==> config.mk <==
export PLATFORM = sky130hd
export DESIGN_NAME = led_pattern_sequencer_flat
export DESIGN_NICKNAME = d
export VERILOG_FILES = /design/src/sv/lps_pkg.sv /design/src/sv/lps_if.sv /design/src/sv/led_pattern_sequencer.sv /design/src/sv/lps_table.sv /design/src/flat_wrapper.sv
export SDC_FILE = /design/constraint.sdc
export NUM_CORES = 1
export LEC_CHECK = 0
export BUFFER_PORTS_ARGS = -buffer_cell sky130_fd_sc_hd__buf_4
export CAP_MARGIN = 15
export CORE_ASPECT_RATIO = 1.4
export CORE_MARGIN = 4
export CORE_UTILIZATION = 55
export DETAILED_ROUTE_END_ITERATION = 16
export PLACE_DENSITY_LB_ADDON = 0.1
export SETUP_SLACK_MARGIN = 0.1
export SYNTH_ARGS = -nofsm -noshare
export SYNTH_HDL_FRONTEND = slang
export SYNTH_HIERARCHICAL = 1
export SYNTH_SLANG_ARGS = --single-unit
==> constraint.sdc <==
create_clock -name clk -period 4.26 [get_ports clk]
set_clock_uncertainty 0.05 [all_clocks]
set_input_delay 0.852 -clock clk [delete_from_list [all_inputs] [get_ports clk]]
set_output_delay 0.852 -clock clk [all_outputs]
set_load 0.02 [all_outputs]
==> src/sv/lps_pkg.sv <==
// lps_pkg: shared constants and codes for the led pattern sequencer
package lps_pkg;

    localparam int MAX_ENTRIES = 16;
    localparam int HOLD_WIDTH  = 16;

    localparam int OP_W        = 2;
    localparam int INDEX_W     = 4;
    localparam int RGB_W       = 3;
    localparam int HOLD_IN_W   = 16;
    localparam int LENGTH_W    = 5;
    localparam int PASS_W      = 8;
    localparam int CFG_INDEX_W = 4;
    localparam int CFG_DATA_W  = 8;

    localparam logic [LENGTH_W-1:0] LENGTH_RESET = LENGTH_W'(1);
    localparam logic [PASS_W-1:0]   PASS_RESET   = PASS_W'(1);

    // bit positions inside a colour code
    localparam int RED_POS   = 2;
    localparam int GREEN_POS = 1;
    localparam int BLUE_POS  = 0;

    localparam logic [RGB_W-1:0] LED_OFF = '0;

    typedef enum logic [OP_W-1:0] {
        OP_TICK  = 2'd0,
        OP_START = 2'd1,
        OP_LOAD  = 2'd2
    } op_t;

    typedef enum logic [CFG_INDEX_W-1:0] {
        CFG_PATTERN_LENGTH = 4'd0,
        CFG_PASS_COUNT     = 4'd1
    } cfg_index_t;

endpackage

==> src/sv/lps_if.sv <==
// lps_if: handshake channels for items, results and configuration writes
interface lps_item_if;
    logic                          valid;
    logic                          ready;
    logic [lps_pkg::OP_W-1:0]      operation;
    logic [lps_pkg::INDEX_W-1:0]   entry_index;
    logic [lps_pkg::RGB_W-1:0]     entry_rgb;
    logic [lps_pkg::HOLD_IN_W-1:0] entry_hold;

    modport source (output valid, operation, entry_index, entry_rgb, entry_hold,
                    input ready);
    modport sink   (input valid, operation, entry_index, entry_rgb, entry_hold,
                    output ready);
endinterface

interface lps_result_if;
    logic valid;
    logic ready;
    logic led_red;
    logic led_green;
    logic led_blue;
    logic busy_res;

    modport source (output valid, led_red, led_green, led_blue, busy_res,
                    input ready);
    modport sink   (input valid, led_red, led_green, led_blue, busy_res,
                    output ready);
endinterface

interface lps_cfg_if;
    logic                           valid;
    logic                           ready;
    logic [lps_pkg::CFG_INDEX_W-1:0] index;
    logic [lps_pkg::CFG_DATA_W-1:0]  data;

    modport source (output valid, index, data, input ready);
    modport sink   (input valid, index, data, output ready);
endinterface

==> src/sv/led_pattern_sequencer.sv <==
// led_pattern_sequencer: plays a stored rgb pattern from a loadable table
//
// channels
//   item   : one beat per operation (tick, start, load of a table entry)
//   result : one beat per item, the led drive and busy flag after that item
//   cfg    : register writes (pattern length, pass count), always ready
// timing
//   the result of an item is offered in the cycle after its beat is taken and
//   one item can be taken every cycle while the result side is not stalled;
//   the table memory is read every cycle at the entry the next step would
//   land on, so a step never waits on the registered read of that memory
// stalls
//   the result register holds its beat while the receiver is not ready and
//   item ready follows result ready, so a stalled sink stops the input side
//   only while a result is actually waiting
// reset
//   rst_n clears the player (stopped, led off) and loads length 1 and one
//   pass; the table has no clearing pass and its entries are undefined
//   until loaded
module led_pattern_sequencer #(
    parameter int MAX_ENTRIES = lps_pkg::MAX_ENTRIES,
    parameter int HOLD_WIDTH  = lps_pkg::HOLD_WIDTH
) (
    input  logic          clk,
    input  logic          rst_n,
    lps_item_if.sink      item,
    lps_result_if.source  result,
    lps_cfg_if.sink       cfg
);

    // position must hold the table size itself (armed state after start)
    localparam int PW = $clog2(MAX_ENTRIES + 1);
    localparam int AW = (MAX_ENTRIES > 1) ? $clog2(MAX_ENTRIES) : 1;
    localparam int DW = lps_pkg::RGB_W + HOLD_WIDTH;

    // configuration registers
    logic [lps_pkg::LENGTH_W-1:0] pattern_length_reg, pattern_length_next;
    logic [lps_pkg::PASS_W-1:0]   pass_count_reg, pass_count_next;

    // player state
    logic [PW-1:0]                position_reg, position_next;
    logic [HOLD_WIDTH-1:0]        hold_left_reg, hold_left_next;
    logic [lps_pkg::PASS_W-1:0]   passes_left_reg, passes_left_next;
    logic                         playing_reg, playing_next;
    logic [lps_pkg::RGB_W-1:0]    led_colour_reg, led_colour_next;

    // result register
    logic                         out_valid_reg;
    logic [lps_pkg::RGB_W-1:0]    out_colour_reg;
    logic                         out_busy_reg;

    // table ports
    logic                         wr_en;
    logic [AW-1:0]                wr_addr;
    logic [DW-1:0]                wr_data;
    logic [AW-1:0]                rd_addr;
    logic [DW-1:0]                rd_data;

    logic                         item_fire;
    logic [PW-1:0]                len_cur;
    logic [PW-1:0]                len_nxt;
    logic [PW-1:0]                step_target;
    logic                         step_fwd;

    // length in use, saturated to the table size
    function automatic logic [PW-1:0] clip_len(input logic [lps_pkg::LENGTH_W-1:0] l);
        if (32'(l) > MAX_ENTRIES)
        begin
            return PW'(MAX_ENTRIES);
        end
        return PW'(l);
    endfunction

    // entry a step lands on: next one, or wrap to the first
    function automatic logic [PW-1:0] succ(input logic [PW-1:0] pos,
                                           input logic [PW-1:0] len);
        logic [PW:0] p1;
        p1 = {1'b0, pos} + (PW+1)'(1);
        if ((len != '0) && (p1 < {1'b0, len}))
        begin
            return p1[PW-1:0];
        end
        return '0;
    endfunction

    assign item_fire   = item.valid && item.ready;
    assign item.ready  = !out_valid_reg || result.ready;
    assign cfg.ready   = 1'b1;

    assign len_cur     = clip_len(pattern_length_reg);
    assign len_nxt     = clip_len(pattern_length_next);
    assign step_target = succ(position_reg, len_cur);
    assign step_fwd    = (len_cur != '0) &&
                         (({1'b0, position_reg} + (PW+1)'(1)) < {1'b0, len_cur});

    // configuration writes
    always_comb
    begin
        pattern_length_next = pattern_length_reg;
        pass_count_next     = pass_count_reg;
        if (cfg.valid && cfg.ready)
        begin
            case (cfg.index)
                lps_pkg::CFG_PATTERN_LENGTH:
                begin
                    pattern_length_next = cfg.data[lps_pkg::LENGTH_W-1:0];
                end
                lps_pkg::CFG_PASS_COUNT:
                begin
                    pass_count_next = cfg.data[lps_pkg::PASS_W-1:0];
                end
                default:
                begin
                    pattern_length_next = pattern_length_reg;
                end
            endcase
        end
    end

    // table loads, out-of-range slots dropped
    assign wr_en   = item_fire && (item.operation == lps_pkg::OP_LOAD) &&
                     (32'(item.entry_index) < MAX_ENTRIES);
    assign wr_addr = AW'(item.entry_index);
    assign wr_data = {item.entry_rgb, HOLD_WIDTH'(item.entry_hold)};

    // player update
    always_comb
    begin
        position_next    = position_reg;
        hold_left_next   = hold_left_reg;
        passes_left_next = passes_left_reg;
        playing_next     = playing_reg;
        led_colour_next  = led_colour_reg;
        if (item_fire)
        begin
            case (item.operation)
                lps_pkg::OP_TICK:
                begin
                    if (playing_reg)
                    begin
                        if (hold_left_reg != '0)
                        begin
                            hold_left_next = hold_left_reg - HOLD_WIDTH'(1);
                        end
                        else if (step_fwd ||
                                 ((passes_left_reg != '0) && (len_cur != '0)))
                        begin
                            // prefetched entry is the one at step_target
                            position_next   = step_target;
                            if (!step_fwd)
                            begin
                                passes_left_next = passes_left_reg - lps_pkg::PASS_W'(1);
                            end
                            led_colour_next = rd_data[DW-1 -: lps_pkg::RGB_W];
                            hold_left_next  = rd_data[HOLD_WIDTH-1:0];
                        end
                        else
                        begin
                            position_next   = '0;
                            led_colour_next = lps_pkg::LED_OFF;
                            playing_next    = 1'b0;
                        end
                    end
                end
                lps_pkg::OP_START:
                begin
                    hold_left_next   = '0;
                    passes_left_next = pass_count_reg;
                    if (len_cur == '0)
                    begin
                        position_next   = '0;
                        playing_next    = 1'b0;
                        led_colour_next = lps_pkg::LED_OFF;
                    end
                    else
                    begin
                        position_next = len_cur;
                        playing_next  = 1'b1;
                    end
                end
                default:
                begin
                    playing_next = playing_reg;
                end
            endcase
        end
    end

    // read ahead at the entry the next step from the new state lands on
    assign rd_addr = AW'(succ(position_next, len_nxt));

    lps_table #(
        .DEPTH (MAX_ENTRIES),
        .AW    (AW),
        .DW    (DW)
    ) u_table (
        .clk     (clk),
        .wr_en   (wr_en),
        .wr_addr (wr_addr),
        .wr_data (wr_data),
        .rd_addr (rd_addr),
        .rd_data (rd_data)
    );

    always_ff @(posedge clk or negedge rst_n)
    begin
        if (!rst_n)
        begin
            pattern_length_reg <= lps_pkg::LENGTH_RESET;
            pass_count_reg     <= lps_pkg::PASS_RESET;
            position_reg       <= '0;
            hold_left_reg      <= '0;
            passes_left_reg    <= '0;
            playing_reg        <= 1'b0;
            led_colour_reg     <= lps_pkg::LED_OFF;
            out_valid_reg      <= 1'b0;
        end
        else
        begin
            pattern_length_reg <= pattern_length_next;
            pass_count_reg     <= pass_count_next;
            position_reg       <= position_next;
            hold_left_reg      <= hold_left_next;
            passes_left_reg    <= passes_left_next;
            playing_reg        <= playing_next;
            led_colour_reg     <= led_colour_next;
            if (item_fire)
            begin
                out_valid_reg <= 1'b1;
            end
            else if (result.ready)
            begin
                out_valid_reg <= 1'b0;
            end
        end
    end

    // result payload, no reset needed
    always_ff @(posedge clk)
    begin
        if (item_fire)
        begin
            out_colour_reg <= led_colour_next;
            out_busy_reg   <= playing_next;
        end
    end

    assign result.valid     = out_valid_reg;
    assign result.led_red   = out_colour_reg[lps_pkg::RED_POS];
    assign result.led_green = out_colour_reg[lps_pkg::GREEN_POS];
    assign result.led_blue  = out_colour_reg[lps_pkg::BLUE_POS];
    assign result.busy_res  = out_busy_reg;

endmodule

==> src/sv/lps_table.sv <==
// lps_table: pattern table memory, one write and one registered read port
module lps_table #(
    parameter int DEPTH = lps_pkg::MAX_ENTRIES,
    parameter int AW    = 4,
    parameter int DW    = 19
) (
    input  logic          clk,
    input  logic          wr_en,
    input  logic [AW-1:0] wr_addr,
    input  logic [DW-1:0] wr_data,
    input  logic [AW-1:0] rd_addr,
    output logic [DW-1:0] rd_data
);

    logic [DW-1:0] mem [DEPTH];
    logic [DW-1:0] rd_data_reg;

    always_ff @(posedge clk)
    begin
        if (wr_en)
        begin
            mem[wr_addr] <= wr_data;
        end
    end

    // write-through on a same-address collision
    always_ff @(posedge clk)
    begin
        if (wr_en && (wr_addr == rd_addr))
        begin
            rd_data_reg <= wr_data;
        end
        else
        begin
            rd_data_reg <= mem[rd_addr];
        end
    end

    assign rd_data = rd_data_reg;

endmodule

==> src/flat_wrapper.sv <==
// flat-port wrapper written by rule: the top's interface ports become plain ports
module led_pattern_sequencer_flat 
#(
    parameter int MAX_ENTRIES = lps_pkg::MAX_ENTRIES,
    parameter int HOLD_WIDTH  = lps_pkg::HOLD_WIDTH
)
  (clk, rst_n, item_valid, item_operation, item_entry_index, item_entry_rgb, item_entry_hold, item_ready, result_valid, result_led_red, result_led_green, result_led_blue, result_busy_res, result_ready, cfg_valid, cfg_index, cfg_data, cfg_ready);
  lps_item_if item_i ();
  lps_result_if result_i ();
  lps_cfg_if cfg_i ();
  input  logic clk;
  input  logic rst_n;
  input wire logic [$bits(item_i.valid)-1:0] item_valid;
  input wire logic [$bits(item_i.operation)-1:0] item_operation;
  input wire logic [$bits(item_i.entry_index)-1:0] item_entry_index;
  input wire logic [$bits(item_i.entry_rgb)-1:0] item_entry_rgb;
  input wire logic [$bits(item_i.entry_hold)-1:0] item_entry_hold;
  output wire logic [$bits(item_i.ready)-1:0] item_ready;
  output wire logic [$bits(result_i.valid)-1:0] result_valid;
  output wire logic [$bits(result_i.led_red)-1:0] result_led_red;
  output wire logic [$bits(result_i.led_green)-1:0] result_led_green;
  output wire logic [$bits(result_i.led_blue)-1:0] result_led_blue;
  output wire logic [$bits(result_i.busy_res)-1:0] result_busy_res;
  input wire logic [$bits(result_i.ready)-1:0] result_ready;
  input wire logic [$bits(cfg_i.valid)-1:0] cfg_valid;
  input wire logic [$bits(cfg_i.index)-1:0] cfg_index;
  input wire logic [$bits(cfg_i.data)-1:0] cfg_data;
  output wire logic [$bits(cfg_i.ready)-1:0] cfg_ready;
  assign item_i.valid = item_valid;
  assign item_i.operation = item_operation;
  assign item_i.entry_index = item_entry_index;
  assign item_i.entry_rgb = item_entry_rgb;
  assign item_i.entry_hold = item_entry_hold;
  assign item_ready = item_i.ready;
  assign result_valid = result_i.valid;
  assign result_led_red = result_i.led_red;
  assign result_led_green = result_i.led_green;
  assign result_led_blue = result_i.led_blue;
  assign result_busy_res = result_i.busy_res;
  assign result_i.ready = result_ready;
  assign cfg_i.valid = cfg_valid;
  assign cfg_i.index = cfg_index;
  assign cfg_i.data = cfg_data;
  assign cfg_ready = cfg_i.ready;
  led_pattern_sequencer #(.MAX_ENTRIES(MAX_ENTRIES), .HOLD_WIDTH(HOLD_WIDTH)) u_core (.clk(clk), .rst_n(rst_n), .item(item_i), .result(result_i), .cfg(cfg_i));
endmodule
==> results of run 1 <==
cells by family (layout without fill, tap and decap cells):
kind of cell               after synthesis  after routing  share of synthesized area
buffers and inverters                   54            163                     0.0175
and+or+nand+nor                        166            166                     0.0605
adders and majority gates               13             13                     0.0110
other                                    1              1                   0.000254
AOI/OAI and AO/OA                      146            146                     0.0693
muxes                                   90             90                      0.126
DFF                                    359            359                      0.712
xor gates and xnor gates                 6              6                    0.00356
routing by layer:
layer	up-vias	global-route usage	part of all wire	wire length [um]
li1	3548	-	-	-
met1	4277	0.312	0.38	13200
met2	349	0.407	0.51	17800
met3	93	0.0395	0.066	2280
met4	0	0.0868	0.040	1390
met5	-	0	0	0
power groups by stage:
stage | sequential, mW | combinational, mW | clock (mW)
6_report | 4.21 | 1.78 | 3.04
2_1_floorplan | 4.15 | 1.28 | 0
3_5_place_dp | 4.28 | 1.72 | 0
5_1_grt | 4.24 | 1.94 | 3.27
3_3_place_gp | 4.27 | 1.67 | 0
4_1_cts | 4.21 | 1.74 | 3.11
worst max-delay path, stage by stage (launching register included):
cell and delay [ns]:
dfrtp_1 0.39, inv_1 0.11, ha_2 0.22, or4bb_4 0.55
nor4_4 0.27, buf_4 0.19, buf_4 0.15, a41oi_2 0.12
buf_4 0.20, a2111oi_4 0.34, xor2_1 0.25, ha_1 0.29
a21oi_1 0.14, nor2b_1 0.07, a211oi_2 0.20, o21ai_2 0.11
nor3b_1 0.23
metrics by stage:
stage                     cells  instance area, um2  hold WS [ns]
after floorplan             835               14800         0.417
after global placement     1200               15600         0.440
after detailed placement   1200               15600         0.446
after CTS                  1266               16800         0.323
after global routing       1268               16900         0.349
final                      1268               16900         0.312
cell type report:
| cell class | instances | area [um2] |
|---|---|---|
| Tap cell | 324 | 405 |
| Sequential cell | 359 | 10500 |
| Fill cell | 1829 | 9410 |
| Timing Repair Buffer | 85 | 638 |
| Clock buffer | 43 | 927 |
| Inverter | 16 | 60.1 |
| Clock inverter | 19 | 201 |
| Multi-Input combinational cell | 422 | 4120 |
cells in the final DEF, fill, tap and decap left out, drive strengths merged, types with 6 or more instances in the layout:
cell type,count
mux4,76
nor4,10
edfxtp,308
nor3,14
nand2,43
dfrtp,45
clkbuf,43
nor2b,7
mux2,12
buf,85
inv,17
clkinv,14
nand3,6
a22oi,40
a21oi,23
nor2,45
o21ai,42
nand2b,8
ha,13
how the worst max path moves through the flow:
stage	slack, ns	startpoint	endpoint
global route	0.10	u_core/position_reg[0]	register
floorplan	0.39	result_ready	u_core/u_table/mem[0][0]
global placement	0.22	u_core/position_reg[0]	register
detailed placement	0.06	u_core/position_reg[0]	register
CTS	0.13	u_core/position_reg[0]	register
finish	0.27	u_core/hold_left_reg[0]	register
timing repair:
action | CTS | global route
pin swaps | 2 | 4
endpoints found under the setup margin | 2 | 4
setup buffers | 4 | 2
resized for setup | 1 | 12
==> results.cfg, run 1 <==
[cts]
clk_pin_slew_ns = 0.06
cts-htree-levels = 2
clkLatencyLatePin_ns = 0.52
hold_buffers = 0
cts_tree = built
cts_num_sinks = 359
cts_root_buf = clkbuf_16
cts_buffers = 35
clk_path_buf_depth = 3

[route]
vias = 8267
drc = 0
routed_wl_um = 34700
wire_per_inst_um = 27.3
drt-vias-per-instance = 6.52
dr.pass1.iters = 5
detail-route-antenna-nets = 0
dr.first_iter.drc_count = 612

[synthesis]
ys_seq_area_frac = 0.712
yosysUniqueCellTypes = 72
synth_top_area_frac = 0.626
synth_nets = 890
synthFlopType = edfxtp_1
yosys-top-cells-area = edfxtp_1 63%, mux4_2 12%, dfrtp_1 7.6%
avgSynthCellArea_um2 = 17.7
yosysWarnings = 6
synth_most_common_cell = edfxtp_1
ys_async_sr_fraction = 0.131
yosys-top-cells-count = 308 x edfxtp_1, 76 x mux4_2, 45 x dfrtp_1, 44 x nor2_1, 43 x nand2_1
syn_area_um2 = 14800
synth_area_leader_cell = edfxtp_1
ys_seq_elements = 359
netlist_instances = 835
synth_edf_count = 308

[finish]
fin_nets = 974
final_util = 0.642
largest_reg_flops = 304
n_antenna_cell = 0
drive_above_1_share = 0.293
syn_to_final_growth_pct = 14.2

[global_routing]
track_usage = 0.238
antenna_found_initial = 0
grt_pass1_wl_um = 53100
grt_max_degree = 52
grt_overflow = 0
grt_pass1_vias = 8666

[die]
die_y_um = 202
die_w_um = 146
dieArea_um2 = 29600
initial_utilization = 0.562
std_cell_rows = 70
core-area_um2 = 26300
pin_count = 49

[critical_path]
critPathLaunchType = register
end_kind = register
path_max_fanout = 5
crit_required_ns = 4.62
crit_type = reg -> reg
reg2reg_from = u_core/hold_left_reg[0]
cp.arrival_ns = 4.35
reg2reg_setup_slack_ns = 0.27
ff2ff_path_depth = 16

[timing]
finalMaxSlewViolations = 0
worst_pin_slew_ns = 1.19
hold_viol = 0
fin_tns_setup_ns = 0
min_period_ns = 3.99
finalCritPeriodShare = 0.937
setup_slack_ns = 0.269
rsz0062_at_grt = false
max_freq_ghz = 0.251
relSlewSlack = 0.201
setup_viol = 0

[power]
p_int_mw = 6.57
power_frac_seq = 0.466
p_switching_mw = 2.47
p_comb_frac = 0.197
pwr_density_cell_nw_per_um2 = 536
netSwitchingFraction = 0.274
max-vdd-ir-drop_mv = 0.327
clkPwrFrac = 0.337
p_leak_nw = 5.64
total_power_mw = 9.04

[outcome]
status = completed

[placed_design]
numPortBuffers = 47
place_ws_ns = 0.0639
hpwl_um = 21000
gp_congestion = 0.865

[flow_run]
maxCapViolCount = 0

[hold_path]
hold_path_class = in -> async
No activity file was read; power rests on OpenSTA's default activity.
==> run 2, diff against run 1 <==
--- a/config.mk
+++ b/config.mk
@@ -7,7 +7,6 @@
 export LEC_CHECK = 0
 export BUFFER_PORTS_ARGS = -buffer_cell sky130_fd_sc_hd__buf_4
 export CAP_MARGIN = 15
-export CORE_ASPECT_RATIO = 1.4
 export CORE_MARGIN = 4
 export CORE_UTILIZATION = 55
 export DETAILED_ROUTE_END_ITERATION = 16
==> run 2 against run 1 <==
Compared with the run above:
- non-clock buffer count rose by 1
- critical path type unchanged
- setup slack improved by 0.10 ns
- via count fell by 3.1%
- largest power group unchanged
- sequential share of layout area fell by 0.67 points
==> results.cfg, run 2 (synthesis gave the netlist of run 1 again) <==
[power]
max-vdd-ir-drop_mv = 0.390
pwr_density_cell_nw_per_um2 = 545
p_leak_nw = 5.70

[critical_path]
path_max_fanout = 10
cp.arrival_ns = 4.28
crit_slowest_cell = or4bb_1
cp_common_cell = ha_1
critPathLaunchType = register
cp_cell_sequence = inv_1 > ha_1 > or4bb_1 > nor4_4 > buf_4 > nor2b_1 > a31oi_4 > a21oi_1 > ha_1 > xnor2_2 > ha_1 > a21o_1 > a21oi_1 > nor2b_1 > a211oi_2 > o21ai_2 > nor3b_2
max_stage_delay_ns = 0.54
end_kind = register
crit_required_ns = 4.65
crit_type = reg -> reg

[flow_run]
maxCapViolCount = 0

[cts]
hold_buffers = 0
cts_buffers = 38
cts-htree-levels = 2
clk_pin_slew_ns = 0.06
clk_path_buf_depth = 3
cts_tree = built
cts_root_buf = clkbuf_16
cts_num_sinks = 359
clkLatencyLatePin_ns = 0.52

[timing]
setup_viol = 0
rsz0062_at_grt = false
worst_pin_slew_ns = 1.09
relSlewSlack = 0.271
fin_tns_setup_ns = 0
max_freq_ghz = 0.257
finalCritPeriodShare = 0.913
hold_viol = 0
min_period_ns = 3.89
finalMaxSlewViolations = 0

[placed_design]
place_area_um2 = 15700
hpwl_um = 19700
numPortBuffers = 47
gp_congestion = 0.867
dp.cells = 1212

[global_routing]
track_usage = 0.216
grt_max_degree = 48
grt_overflow = 0
antenna_found_initial = 0
grt_pass1_wl_um = 47800
grt_pass1_vias = 8234

[route]
routed_wl_um = 31000
dr_wl_met3_um = 1870
dr.first_iter.drc_count = 761
wire_per_inst_um = 24.1
dr.pass1.iters = 5
drc = 0
m1WireLength_um = 13100
maxUsedRoutingLayer = met4
met2_length_um = 15600
detail-route-antenna-nets = 0
drt-vias-per-instance = 6.22
vias = 8011

[finish]
largest_reg_flops = 304
syn_to_final_growth_pct = 15.4
final_area_um2 = 17000
fin_nets = 978
layout_common_cells = 308 x edfxtp_1, 83 x buf_4, 76 x mux4_2
n_antenna_cell = 0
drive_above_1_share = 0.293
final_util = 0.650
final_common_cell = edfxtp_1
finalNonFillerCells = 1288

[die]
initial_utilization = 0.564
die_w_um = 172
std_cell_rows = 59
core-area_um2 = 26200
dieArea_um2 = 29500
die_y_um = 172
pin_count = 49

[hold_path]
hold_path_class = in -> async

[outcome]
status = completed
==> run 2: changes by cell type in the layout (fill, tap and decap cells not counted), moves of 2 or more <==
cell / delta
buf_4: -2
clkinv_2: -5
clkinv_1: +3
buf_12: +2
clkbuf_16: +3
ha_2: -2
ha_1: +2
clkinvlp_4: +3
==> run 2: final cells by class <==
cell class                      count  area (um2)
Clock buffer                       48        1020
Clock inverter                     22         253
Fill cell                        1808        9160
Inverter                           16        60.1
Multi-Input combinational cell    422        4100
Sequential cell                   359       10500
Tap cell                          335         419
Timing Repair Buffer               86         678
==> run 2: worst paths after layout <==
kind	startpoint	slack [ns]	depth (start not counted)	endpoint
worst max-delay path	u_core/hold_left_reg[0]	0.37	17	register
worst min-delay path	rst_n	0.29	1	u_core/pattern_length_reg[3]
worst max register to register	u_core/hold_left_reg[0]	0.37	17	register
worst min register to register	u_core/hold_left_reg[6]	0.46	2	u_core/hold_left_reg[6]
max in group asynchronous	rst_n	3.44	1	u_core/position_reg[0]
min in group clk	u_core/hold_left_reg[6]	0.46	2	u_core/hold_left_reg[6]
==> run 2: stage by stage <==
stage	total power, mW	setup slack [ns]	hold WS, ns
floorplan	5.43	0.388	0.417
global placement	5.94	0.249	0.434
detailed placement	6.00	0.0995	0.447
CTS	9.31	0.149	0.314
global route	9.72	0.103	0.353
finish	9.28	0.370	0.293
==> run 2: power breakdown <==
group	switching, mW	internal, mW	total (mW)
Sequential	0.223	3.97	4.20
Combinational	0.986	0.809	1.80
Clock	1.28	2.01	3.29
==> run 2: worst max-delay path: cells and delay by family, from the launching register on <==
| kind | cells | cell delay, ns |
|---|---|---|
| xor+xnor | 1 | 0.16 |
| simple gates | 5 | 1.09 |
| fa+ha+maj | 3 | 0.78 |
| buf+inv | 2 | 0.33 |
| compound gates | 6 | 0.99 |
| flops | 1 | 0.39 |
==> run 2: timing repair <==
action | 4_1_cts | 5_1_grt
setup endpoints to repair | 2 | 4
setup buffers | 0 | 5
pin swaps | 1 | 2
cloned | 0 | 0
resized for setup | 1 | 9
==> run 2: metal layers <==
metal | global-route usage | vias to the layer above
met5 | 0 | -
met4 | 0.0509 | 0
met3 | 0.0341 | 40
met2 | 0.360 | 262
met1 | 0.309 | 4134
li1 | - | 3575
==> run 3, diff against run 2 <==
--- a/config.mk
+++ b/config.mk
@@ -7,6 +7,7 @@
 export LEC_CHECK = 0
 export BUFFER_PORTS_ARGS = -buffer_cell sky130_fd_sc_hd__buf_4
 export CAP_MARGIN = 15
+export CORE_ASPECT_RATIO = 1.25
 export CORE_MARGIN = 4
 export CORE_UTILIZATION = 55
 export DETAILED_ROUTE_END_ITERATION = 16
==> run 3 against run 2 <==
Compared with the run above:
- die area hardly changed
- via count is 1.1% higher
- global-route usage is 1.2 points higher
- non-clock buffer count is 3 higher
- critical path depth stayed put
- critical path type unchanged
- count of clock-buffer cells in the layout is 5 lower
- first-iteration DRC count is 12% lower
- hold slack better by 0.0068 ns
- sequential share of layout area is 0.42 points higher
==> results.cfg, run 3 (synthesis gave the netlist of run 1 again) <==
[timing]
max_freq_ghz = 0.253
fin_tns_setup_ns = 0
worst_pin_slew_ns = 1.05
setup_viol = 0
relSlewSlack = 0.298
finalMaxSlewViolations = 0
rsz0062_at_grt = false
min_period_ns = 3.95
finalCritPeriodShare = 0.927
hold_viol = 0

[hold_path]
hold_path_class = in -> async

[die]
die_y_um = 191
initial_utilization = 0.562
std_cell_rows = 66
die_w_um = 155
core-area_um2 = 26300
dieArea_um2 = 29600
pin_count = 49

[route]
dr.pass1.iters = 5
dr.first_iter.drc_count = 670
detail-route-antenna-nets = 0
vias = 8101
drc = 0
wire_per_inst_um = 25.5
drt-vias-per-instance = 6.28
routed_wl_um = 32800

[power]
p_int_mw = 6.56
p_switching_mw = 2.47
p_comb_frac = 0.196
max-vdd-ir-drop_mv = 0.410
p_leak_nw = 5.66
total_power_mw = 9.03
clkPwrFrac = 0.335
power_frac_seq = 0.469
pwr_density_cell_nw_per_um2 = 533
netSwitchingFraction = 0.273

[global_routing]
grt_max_degree = 58
antenna_found_initial = 0
grt_pass1_vias = 8441
track_usage = 0.228
grt_pass1_wl_um = 50900
grt_overflow = 0

[flow_run]
maxCapViolCount = 0

[critical_path]
ff2ff_path_depth = 17
crit_required_ns = 4.63
cp_common_cell = ha_1
crit_type = reg -> reg
crit_slowest_cell = or4bb_4
end_kind = register
max_stage_delay_ns = 0.56
cp.arrival_ns = 4.32
critPathLaunchType = register
path_max_fanout = 8
cp_cell_sequence = inv_1 > ha_1 > or4bb_4 > nor4_4 > buf_4 > o311ai_1 > a41oi_2 > inv_1 > ha_1 > xnor2_1 > ha_1 > a21o_1 > a21oi_1 > nor2b_1 > a211oi_2 > o21ai_2 > nor3b_2

[cts]
hold_buffers = 0
clkLatencyLatePin_ns = 0.52
clk_pin_slew_ns = 0.06
cts_tree = built
cts_buffers = 36
cts_num_sinks = 359
cts-htree-levels = 2
clk_path_buf_depth = 3
cts_root_buf = clkbuf_16

[finish]
layout_common_cells = 308 x edfxtp_1, 88 x buf_4, 76 x mux4_2
ff_latch_area_um2 = 10500
drive_above_1_share = 0.299
fin_nets = 979
syn_to_final_growth_pct = 14.6
n_antenna_cell = 0
multi_input_area_um2 = 4110
final_common_cell = edfxtp_1
nFillCells = 1824
largest_reg_flops = 304

[placed_design]
gp_congestion = 0.841
hpwl_um = 20700
numPortBuffers = 47

[outcome]
status = completed
run 3: changes by cell type in the layout (fill, tap and decap cells not counted), moves of 2 or more:
cell / delta
buf_4: +5
bufinv_16: -2
clkbuf_1: -2
clkbuf_16: -2
clkinv_1: -7
clkinv_2: +7
run 3: metal layers:
metal,vias up,share of wire,global-route usage
met1,4194,0.38,0.292
met5,-,0,0
met3,56,0.056,0.0310
met4,0,0.022,0.0595
met2,291,0.54,0.415
li1,3560,-,-
run 3: stage by stage:
step	instances	utilization	area [um2]	worst slack (ns)	hold WS, ns
after floorplan	835	-	14800	0.388	0.417
after global placement	1220	0.598	15700	0.259	0.435
after detailed placement	1220	0.598	15700	0.0764	0.440
after CTS	1286	0.642	16900	0.117	0.311
after global routing	1289	0.645	16900	0.0708	0.337
final	1289	0.645	16900	0.313	0.300
run 3: area by class of cell:
class,count,area share
inverters,16,0.00355
well taps,340,0.0251
clock inverters,20,0.0110
repair buffers,89,0.0402
flip-flops and latches,359,0.621
multi-input cells,422,0.243
clock buffers,43,0.0560
run 3: critical path, delay by kind of cell (launching register included):
family	cells	cell delay (ns)
simple gates	4	1.11
compound gates	6	1.00
fa+ha+maj	3	0.71
buf+inv	3	0.42
flops	1	0.39
xor+xnor	1	0.20
run 3: worst paths after layout:
check                           slack [ns]                     start                  endpoint
worst min-delay path                  0.30                     rst_n    u_core/position_reg[1]
min in group clk                      0.46  u_core/pass_count_reg[1]  u_core/pass_count_reg[1]
max in group asynchronous             3.42                     rst_n    u_core/position_reg[0]
worst min register to register        0.46  u_core/pass_count_reg[1]  u_core/pass_count_reg[1]
worst max-delay path                  0.31   u_core/hold_left_reg[0]                  register
worst max register to register        0.31   u_core/hold_left_reg[0]                  register
run 3: what timing repair did:
item	4_1_cts	5_1_grt
gates cloned	0	0
pin swaps	2	3
endpoints found under the setup margin	1	4
resized for setup	2	9
setup buffers	3	3
run 3: power groups by stage:
stage	logic [mW]	registers [mW]	clock network (mW)
2_1_floorplan	1.28	4.15	0
5_1_grt	1.94	4.26	3.27
6_report	1.77	4.23	3.02
3_3_place_gp	1.64	4.29	0
4_1_cts	1.73	4.23	3.10
3_5_place_dp	1.70	4.30	0
